===== config.mk =====
export PLATFORM = sky130hd
export DESIGN_NAME = serial_bank_switch_mapper_flat
export DESIGN_NICKNAME = d
export VERILOG_FILES = /design/src/hw/rtl/sbsm_pkg.sv /design/src/hw/rtl/sbsm_if.sv /design/src/hw/rtl/serial_bank_switch_mapper.sv /design/src/flat_wrapper.sv
export SDC_FILE = /design/constraint.sdc
export NUM_CORES = 1
export LEC_CHECK = 0
export ABC_AREA = 1
export ABC_CLOCK_PERIOD_IN_PS = 2800
export BUFFER_PORTS_ARGS = -buffer_cell sky130_fd_sc_hd__buf_2
export CAP_MARGIN = 20
export CELL_PAD_IN_SITES_DETAIL_PLACEMENT = 0
export CELL_PAD_IN_SITES_GLOBAL_PLACEMENT = 1
export CORE_MARGIN = 2
export CORE_UTILIZATION = 35
export CTS_CLUSTER_SIZE = 16
export DETAILED_ROUTE_END_ITERATION = 10
export PLACE_DENSITY_LB_ADDON = 0.1
export SYNTH_ARGS = -nofsm -noshare
export SYNTH_HDL_FRONTEND = slang
export SYNTH_SLANG_ARGS = --single-unit

===== constraint.sdc =====
create_clock -name clk -period 2.8 [get_ports clk]
set_clock_uncertainty 0.2 [all_clocks]
set_input_delay 0.56 -clock clk [delete_from_list [all_inputs] [get_ports clk]]
set_output_delay 0.56 -clock clk [all_outputs]
set_load 0.03 [all_outputs]

===== src/hw/rtl/sbsm_pkg.sv =====
// Package for the serial bank switch mapper: payload types, action codes,
// register select codes and program banking modes. No dependencies.
`timescale 1ns / 1ps
`default_nettype none

package sbsm_pkg;

  // bus action codes
  localparam logic [1:0] ACT_PRG_READ  = 2'd0;
  localparam logic [1:0] ACT_PRG_WRITE = 2'd1;
  localparam logic [1:0] ACT_PATTERN   = 2'd2;

  // serial port register select, address bits 14:13
  localparam logic [1:0] SEL_CONTROL  = 2'd0;
  localparam logic [1:0] SEL_CHR_LOW  = 2'd1;
  localparam logic [1:0] SEL_CHR_HIGH = 2'd2;
  localparam logic [1:0] SEL_PRG      = 2'd3;

  // program banking modes
  localparam logic [1:0] PRG_SWITCH_32K = 2'd0;
  localparam logic [1:0] PRG_FIX_LOW    = 2'd1;
  localparam logic [1:0] PRG_FIX_HIGH   = 2'd2;

  // configuration port
  localparam int APB_ADDR_W = 3;
  localparam int APB_DATA_W = 32;
  localparam logic [APB_ADDR_W-1:0] REG_PRG_BANK_COUNT = 3'd0;
  localparam logic [4:0] PRG_BANK_COUNT_RESET = 5'd2;

  // serial port
  localparam logic [2:0] SERIAL_LAST = 3'd4;

  typedef struct packed {
    logic [1:0]  action;
    logic [15:0] address;
    logic [7:0]  write_data;
  } sbsm_req_t;

  typedef struct packed {
    logic [17:0] mapped_address;
    logic        use_ram;
    logic        in_range;
    logic [1:0]  mirroring;
  } sbsm_rsp_t;

endpackage

`default_nettype wire


===== src/hw/rtl/sbsm_if.sv =====
// Valid/ready channel interfaces for the mapper's request and result streams.
// Depends on sbsm_pkg for the payload types.
`timescale 1ns / 1ps
`default_nettype none

interface sbsm_req_if import sbsm_pkg::*; ();
  logic      valid;
  logic      ready;
  sbsm_req_t data;

  modport source (output valid, output data, input ready);
  modport sink (input valid, input data, output ready);
endinterface

interface sbsm_rsp_if import sbsm_pkg::*; ();
  logic      valid;
  logic      ready;
  sbsm_rsp_t data;

  modport source (output valid, output data, input ready);
  modport sink (input valid, input data, output ready);
endinterface

`default_nettype wire


===== src/hw/rtl/serial_bank_switch_mapper.sv =====
// Top level of the serial bank switch mapper: address translation, serial
// register port and configuration port. Depends on sbsm_pkg and sbsm_if.
`timescale 1ns / 1ps
`default_nettype none

// Cartridge bank-switching mapper. Each request (program read, program write
// or pattern access) is translated in the cycle it is accepted, and its result
// sits in an output register from the next cycle on, so one request transfers every
// clock while the result side keeps up; a stalled result only holds back the
// next request. Program writes to 0x8000..0xFFFF shift bit 0 into a five-bit
// serial port (bit 7 set clears it) and the fifth write commits to the
// register chosen by address bits 14:13; the result of a write already shows
// the new mirroring. The bank count register at byte address 0 may be written
// only while no request is in flight.
module serial_bank_switch_mapper
  import sbsm_pkg::*;
(
  input  wire logic                  clk,
  input  wire logic                  rst,
  sbsm_req_if.sink                   req,
  sbsm_rsp_if.source                 rsp,
  input  wire logic                  psel,
  input  wire logic                  penable,
  input  wire logic                  pwrite,
  input  wire logic [APB_ADDR_W-1:0] paddr,
  input  wire logic [APB_DATA_W-1:0] pwdata,
  output logic      [APB_DATA_W-1:0] prdata,
  output logic                       pready
);

  // mapper state
  logic [4:0]  prg_bank_count;
  logic [3:0]  serial_bits, serial_bits_next;
  logic [2:0]  serial_count, serial_count_next;
  logic        ram_enabled, ram_enabled_next;
  logic [1:0]  prg_mode, prg_mode_next;
  logic        chr_mode_4k, chr_mode_4k_next;
  logic [2:0]  prg_bank_32k, prg_bank_32k_next;
  logic [3:0]  prg_bank_16k, prg_bank_16k_next;
  logic [3:0]  chr_bank_8k, chr_bank_8k_next;
  logic [4:0]  chr_bank_low, chr_bank_low_next;
  logic [4:0]  chr_bank_high, chr_bank_high_next;
  logic [1:0]  mirror_mode, mirror_mode_next;

  // output register
  logic        rsp_valid;
  sbsm_rsp_t   rsp_data;

  logic        accept;
  logic [1:0]  action;
  logic [15:0] addr;
  logic [7:0]  wdata;
  logic        ram_hit;
  logic        rom_hit;
  logic        reg_write;
  logic [4:0]  commit_value;
  logic [1:0]  ctrl_mode;
  logic [3:0]  high_bank;
  logic [4:0]  count_less_one;
  logic        low_half;
  logic [17:0] rom_address;
  logic [16:0] chr_address;
  sbsm_rsp_t   result;

  assign accept    = req.valid && req.ready;
  assign req.ready = !rsp_valid || rsp.ready;
  assign rsp.valid = rsp_valid;
  assign rsp.data  = rsp_data;

  assign action = req.data.action;
  assign addr   = req.data.address;
  assign wdata  = req.data.write_data;

  // configuration port
  assign pready = 1'b1;
  always_comb begin
    prdata = '0;
    if (paddr[APB_ADDR_W-1:2] == REG_PRG_BANK_COUNT[APB_ADDR_W-1:2]) begin
      prdata = {{(APB_DATA_W-5){1'b0}}, prg_bank_count};
    end
  end

  always_ff @(posedge clk) begin
    if (rst) begin
      prg_bank_count <= PRG_BANK_COUNT_RESET;
    end else if (psel && penable && pwrite && pready &&
                 paddr[APB_ADDR_W-1:2] == REG_PRG_BANK_COUNT[APB_ADDR_W-1:2]) begin
      prg_bank_count <= pwdata[4:0];
    end
  end

  // window decode
  assign ram_hit   = ram_enabled && (addr[15:13] == 3'b011);
  assign rom_hit   = addr[15];
  assign reg_write = (action == ACT_PRG_WRITE) && !ram_hit && rom_hit;

  // serial port and register commit
  assign commit_value = {wdata[0], serial_bits};
  assign ctrl_mode    = commit_value[3:2];

  always_comb begin
    serial_bits_next   = serial_bits;
    serial_count_next  = serial_count;
    ram_enabled_next   = ram_enabled;
    prg_mode_next      = prg_mode;
    chr_mode_4k_next   = chr_mode_4k;
    prg_bank_32k_next  = prg_bank_32k;
    prg_bank_16k_next  = prg_bank_16k;
    chr_bank_8k_next   = chr_bank_8k;
    chr_bank_low_next  = chr_bank_low;
    chr_bank_high_next = chr_bank_high;
    mirror_mode_next   = mirror_mode;
    if (reg_write) begin
      if (wdata[7]) begin
        serial_bits_next  = '0;
        serial_count_next = '0;
      end else if (serial_count < SERIAL_LAST) begin
        serial_bits_next  = {wdata[0], serial_bits[3:1]};
        serial_count_next = serial_count + 3'd1;
      end else begin
        serial_bits_next  = '0;
        serial_count_next = '0;
        case (addr[14:13])
          SEL_CONTROL: begin
            mirror_mode_next = commit_value[1:0];
            chr_mode_4k_next = commit_value[4];
            if (ctrl_mode[1] == 1'b0) begin
              prg_mode_next = PRG_SWITCH_32K;
            end else if (ctrl_mode[0] == 1'b0) begin
              prg_mode_next = PRG_FIX_LOW;
            end else begin
              prg_mode_next = PRG_FIX_HIGH;
            end
          end
          SEL_CHR_LOW: begin
            chr_bank_8k_next  = commit_value[4:1];
            chr_bank_low_next = commit_value;
          end
          SEL_CHR_HIGH: begin
            chr_bank_high_next = commit_value;
          end
          default: begin
            prg_bank_32k_next = commit_value[3:1];
            prg_bank_16k_next = commit_value[3:0];
            ram_enabled_next  = !commit_value[4];
          end
        endcase
      end
    end
  end

  always_ff @(posedge clk) begin
    if (rst) begin
      serial_bits   <= '0;
      serial_count  <= '0;
      ram_enabled   <= 1'b0;
      prg_mode      <= PRG_FIX_HIGH;
      chr_mode_4k   <= 1'b1;
      prg_bank_32k  <= '0;
      prg_bank_16k  <= '0;
      chr_bank_8k   <= '0;
      chr_bank_low  <= '0;
      chr_bank_high <= '0;
      mirror_mode   <= '0;
    end else if (accept) begin
      serial_bits   <= serial_bits_next;
      serial_count  <= serial_count_next;
      ram_enabled   <= ram_enabled_next;
      prg_mode      <= prg_mode_next;
      chr_mode_4k   <= chr_mode_4k_next;
      prg_bank_32k  <= prg_bank_32k_next;
      prg_bank_16k  <= prg_bank_16k_next;
      chr_bank_8k   <= chr_bank_8k_next;
      chr_bank_low  <= chr_bank_low_next;
      chr_bank_high <= chr_bank_high_next;
      mirror_mode   <= mirror_mode_next;
    end
  end

  // program rom translation
  assign count_less_one = prg_bank_count - 5'd1;
  assign high_bank      = (prg_bank_count == 5'd0) ? 4'd0 : count_less_one[3:0];
  assign low_half       = !addr[14];

  always_comb begin
    case (prg_mode)
      PRG_SWITCH_32K: rom_address = {prg_bank_32k, addr[14:0]};
      PRG_FIX_LOW: begin
        rom_address = low_half ? {4'd0, addr[13:0]} : {prg_bank_16k, addr[13:0]};
      end
      default: begin
        rom_address = low_half ? {prg_bank_16k, addr[13:0]} : {high_bank, addr[13:0]};
      end
    endcase
  end

  // pattern translation
  always_comb begin
    if (chr_mode_4k) begin
      chr_address = addr[12] ? {chr_bank_high, addr[11:0]} : {chr_bank_low, addr[11:0]};
    end else begin
      chr_address = {chr_bank_8k, addr[12:0]};
    end
  end

  // result select
  always_comb begin
    result.mapped_address = '0;
    result.use_ram        = 1'b0;
    result.in_range       = 1'b0;
    result.mirroring      = mirror_mode_next;
    case (action)
      ACT_PRG_READ, ACT_PRG_WRITE: begin
        if (ram_hit) begin
          result.mapped_address = {5'd0, addr[12:0]};
          result.use_ram        = 1'b1;
          result.in_range       = 1'b1;
        end else if (rom_hit) begin
          result.in_range = 1'b1;
          if (action == ACT_PRG_READ) begin
            result.mapped_address = rom_address;
          end
        end
      end
      ACT_PATTERN: begin
        if (addr[15:13] == 3'b000) begin
          result.mapped_address = {1'b0, chr_address};
          result.in_range       = 1'b1;
        end
      end
      default: begin
        result.in_range = 1'b0;
      end
    endcase
  end

  // output register, loaded on each request transfer
  always_ff @(posedge clk) begin
    if (rst) begin
      rsp_valid <= 1'b0;
    end else if (accept) begin
      rsp_valid <= 1'b1;
    end else if (rsp.ready) begin
      rsp_valid <= 1'b0;
    end
  end

  always_ff @(posedge clk) begin
    if (accept) begin
      rsp_data <= result;
    end
  end

endmodule

`default_nettype wire


===== src/flat_wrapper.sv =====
// flat-port wrapper written by rule: the top's interface ports become plain ports
module serial_bank_switch_mapper_flat import sbsm_pkg::*;
  (clk, rst, psel, penable, pwrite, paddr, pwdata, prdata, pready, req_valid, req_data, req_ready, rsp_valid, rsp_data, rsp_ready);
  sbsm_req_if req_i ();
  sbsm_rsp_if rsp_i ();
  input  wire logic clk;
  input  wire logic rst;
  input  wire logic psel;
  input  wire logic penable;
  input  wire logic pwrite;
  input  wire logic [APB_ADDR_W-1:0] paddr;
  input  wire logic [APB_DATA_W-1:0] pwdata;
  output logic      [APB_DATA_W-1:0] prdata;
  output logic pready;
  input wire logic [$bits(req_i.valid)-1:0] req_valid;
  input wire logic [$bits(req_i.data)-1:0] req_data;
  output wire logic [$bits(req_i.ready)-1:0] req_ready;
  output wire logic [$bits(rsp_i.valid)-1:0] rsp_valid;
  output wire logic [$bits(rsp_i.data)-1:0] rsp_data;
  input wire logic [$bits(rsp_i.ready)-1:0] rsp_ready;
  assign req_i.valid = req_valid;
  assign req_i.data = req_data;
  assign req_ready = req_i.ready;
  assign rsp_valid = rsp_i.valid;
  assign rsp_data = rsp_i.data;
  assign rsp_i.ready = rsp_ready;
  serial_bank_switch_mapper u_core (.clk(clk), .rst(rst), .req(req_i), .rsp(rsp_i), .psel(psel), .penable(penable), .pwrite(pwrite), .paddr(paddr), .pwdata(pwdata), .prdata(prdata), .pready(pready));
endmodule

==> results.py <==
metrics = {
    "outcome": {
        "status": "complete, no violations",
    },
    "sta": {
        "max_freq_mhz": 547,
        "tns_ns": 0,
        "finalMaxSlewViolations": 0,
        "period_share": 0.653,
        "setup_viol": 0,
        "worst_pin_slew_ns": 0.526,
        "hold_viol_final": 0,
        "rsz0062_at_grt": "false",
        "worst_slack_ns": 0.971,
        "slew_headroom": 0.649,
        "fin_crit_ns": 1.83,
    },
    "clock_network": {
        "numCtsBuffers": 5,
        "clkTransAtPathRegs_ns": 0.09,
        "numClockSinks": 55,
        "root_buffer": "clkbuf_8",
        "cts-resized-gates": 0,
        "cts_setup_buffers": 0,
        "h-tree-depth": 2,
        "postCtsHoldBufs": 0,
        "cts_tree": "yes",
        "cts_buffer_depth": 2,
        "clock_latency_ns": 0.31,
    },
    "die": {
        "rows": 32,
        "die_w_um": 94.0,
        "fp.dieH_um": 94.0,
        "coreArea_mm2": 0.00777,
        "initial_core_util": 0.365,
        "dieArea_mm2": 0.00883,
        "ios": 125,
    },
    "power_and_ir_drop": {
        "clockPowerShare": 0.357,
        "peakVddDrop_mv": 0.191,
        "seqPwrFrac": 0.503,
        "power_mw": 1.73,
        "p_comb_frac": 0.140,
        "swShare": 0.264,
        "power_switching_uw": 458,
        "p_per_area_mw_per_mm2": 532,
        "leakage_nw": 1.58,
        "internal_power_mw": 1.28,
    },
    "synthesis": {
        "yosysSeqAreaShare": 0.466,
        "yosys_warnings": 0,
        "netlist_area_mm2": 0.00283,
        "synthCells": 362,
        "avgSynthCellArea_um2": 7.83,
        "synth_cell_types": 27,
        "synth_seq_cells": 55,
    },
    "global_route": {
        "gr-total-overflow": 0,
        "grt_pass1_vias": 1981,
        "grt_pass1_wl_mm": 9.41,
        "grt_antenna_before_repair": 0,
        "grt_util_all_layers": 0.135,
        "grt_max_degree": 27,
    },
    "placement": {
        "post-place-ws_ns": 0.705,
        "dp.cells": 519,
        "portBuffers": 61,
        "hpwl_mm": 4.43,
        "gp_congestion": 0.787,
    },
    "final_layout": {
        "syn_to_final_growth_pct": 15.1,
        "layout_common_cells": "nand2_1, buf_2, nor2_1, inv_1, dfxtp_1",
        "drive_gt1_frac": 0.242,
        "final_cells": 527,
        "ff_latch_area_mm2": 0.00132,
        "num_antenna_cells": 0,
        "multi_input_area_mm2": 0.00115,
        "final_common_cell": "nand2_1",
        "fill_cells": 831,
        "nNetsFinal": 494,
    },
    "setup_path": {
        "rr_worst_depth": 7,
        "ff2ff_setup_slack_ns": 1.10,
        "r2r-start": "u_core.rsp.valid",
        "crit_end": "prdata[2]",
        "startpoint": "u_core.prg_bank_count[2]",
        "end_kind": "primary output",
        "required_ns": 2.04,
        "path_max_fanout": 4,
        "cp.arrival_ns": 1.07,
        "critical_path_class": "register to primary output",
        "cp-start-kind": "register",
        "r2r_end": "u_core.chr_bank_high[1]",
    },
    "route": {
        "first_iter_violations": 79,
        "via_count": 2275,
        "first_pass_iters": 4,
        "postRouteAntennaNets": 0,
        "drc": 0,
        "routed_wl_mm": 5.80,
        "routedWlPerCell_um": 11.0,
        "vias_per_cell": 4.32,
    },
    "run": {
        "maxCapViolCount": 0,
    },
    "hold_path": {
        "min_path_type": "input port to register",
    },
}
==> flip-flops by register name, summed over array words and instances (netlist names), 3 cells and up <==
register / count
u_core.chr_bank_low: 5
u_core.prg_bank_count: 5
u_core.prg_bank_16k: 4
u_core.rsp.data: 22
u_core.chr_bank_high: 5
u_core.serial_bits: 4
u_core.serial_count: 3
==> power groups by stage <==
stage | logic (mW) | registers [mW] | clock network, mW
6_report | 0.243 | 0.872 | 0.620
3_3_place_gp | 0.244 | 0.890 | 0
3_5_place_dp | 0.245 | 0.891 | 0
4_1_cts | 0.245 | 0.873 | 0.643
2_1_floorplan | 0.171 | 0.930 | 0
5_1_grt | 0.266 | 0.875 | 0.669
==> per-stage QoR <==
stage | instance area, um2 | utilization | hold slack, ns
floorplan | 2930 | - | 0.233
global placement | 3120 | 0.402 | 0.257
detailed placement | 3120 | 0.402 | 0.263
CTS | 3260 | 0.420 | 0.264
global route | 3260 | 0.420 | 0.271
finish | 3260 | 0.420 | 0.270
==> cell families after synthesis <==
kind of cell,after synthesis,share of synthesized area
AO/OA/AOI/OAI,53,0.0954
XOR/XNOR,1,0.00309
adder cells (fa/ha/maj),2,0.00883
buffers and inverters,85,0.163
flip-flops,55,0.466
other,2,0.00265
AND/OR/NAND/NOR,164,0.261
==> how the worst min path moves through the flow <==
stage | start | to | depth (start not counted)
after floorplan | u_core.prg_mode[1] | u_core.prg_mode[1] | 2
after global placement | u_core.prg_mode[0] | u_core.prg_mode[0] | 2
after detailed placement | u_core.prg_mode[1] | u_core.prg_mode[1] | 2
after CTS | pwdata[1] | u_core.prg_bank_count[1] | 3
after global routing | pwdata[1] | u_core.prg_bank_count[1] | 3
final | pwdata[1] | u_core.prg_bank_count[1] | 3
==> cell usage after synthesis <==
master	n	share of area
nand2_1	66	0.087
inv_2	7	0.0093
a21oi_1	26	0.046
nor2_2	13	0.029
nand4_1	2	0.0044
o21ai_1	15	0.027
or2_1	2	0.0044
clkbuf_1	1	0.0013
buf_1	1	0.0013
xor2_1	1	0.0031
buf_6	4	0.016
nand3_2	1	0.0035
nor3_4	2	0.011
nor2_4	1	0.0040
o21ai_0	10	0.018
ha_1	2	0.0088
inv_4	1	0.0022
dfxtp_1	33	0.23
edfxtp_1	22	0.23
nand2_2	4	0.0088
conb_1	2	0.0027
nand3_1	26	0.046
inv_1	40	0.053
nor2_1	47	0.062
buf_2	3	0.0053
o211ai_1	2	0.0053
buf_4	28	0.074
==> metal layers <==
| layer | vias up | wire, um | global-route usage |
|---|---|---|---|
| li1 | 1211 | - | - |
| met1 | 1007 | 2970 | 0.197 |
| met4 | 0 | 54 | 0.0362 |
| met2 | 53 | 2520 | 0.205 |
| met5 | - | 0 | 0 |
| met3 | 4 | 255 | 0.0273 |
==> area by class of cell <==
cell class                 instances  area share
inverter                          48      0.0560
timing repair buffer              66       0.105
sequential                        55       0.405
tap                              102      0.0392
clock buffer                       5      0.0211
clock inverter                     3      0.0207
multi-input combinational        248       0.352
==> worst max-delay path, cell delays in order, from the launching register on <==
cell and delay (ns):
dfxtp_1 0.38, inv_1 0.10, nor2_1 0.09, buf_2 0.20
(Power assumes the default switching activity.)
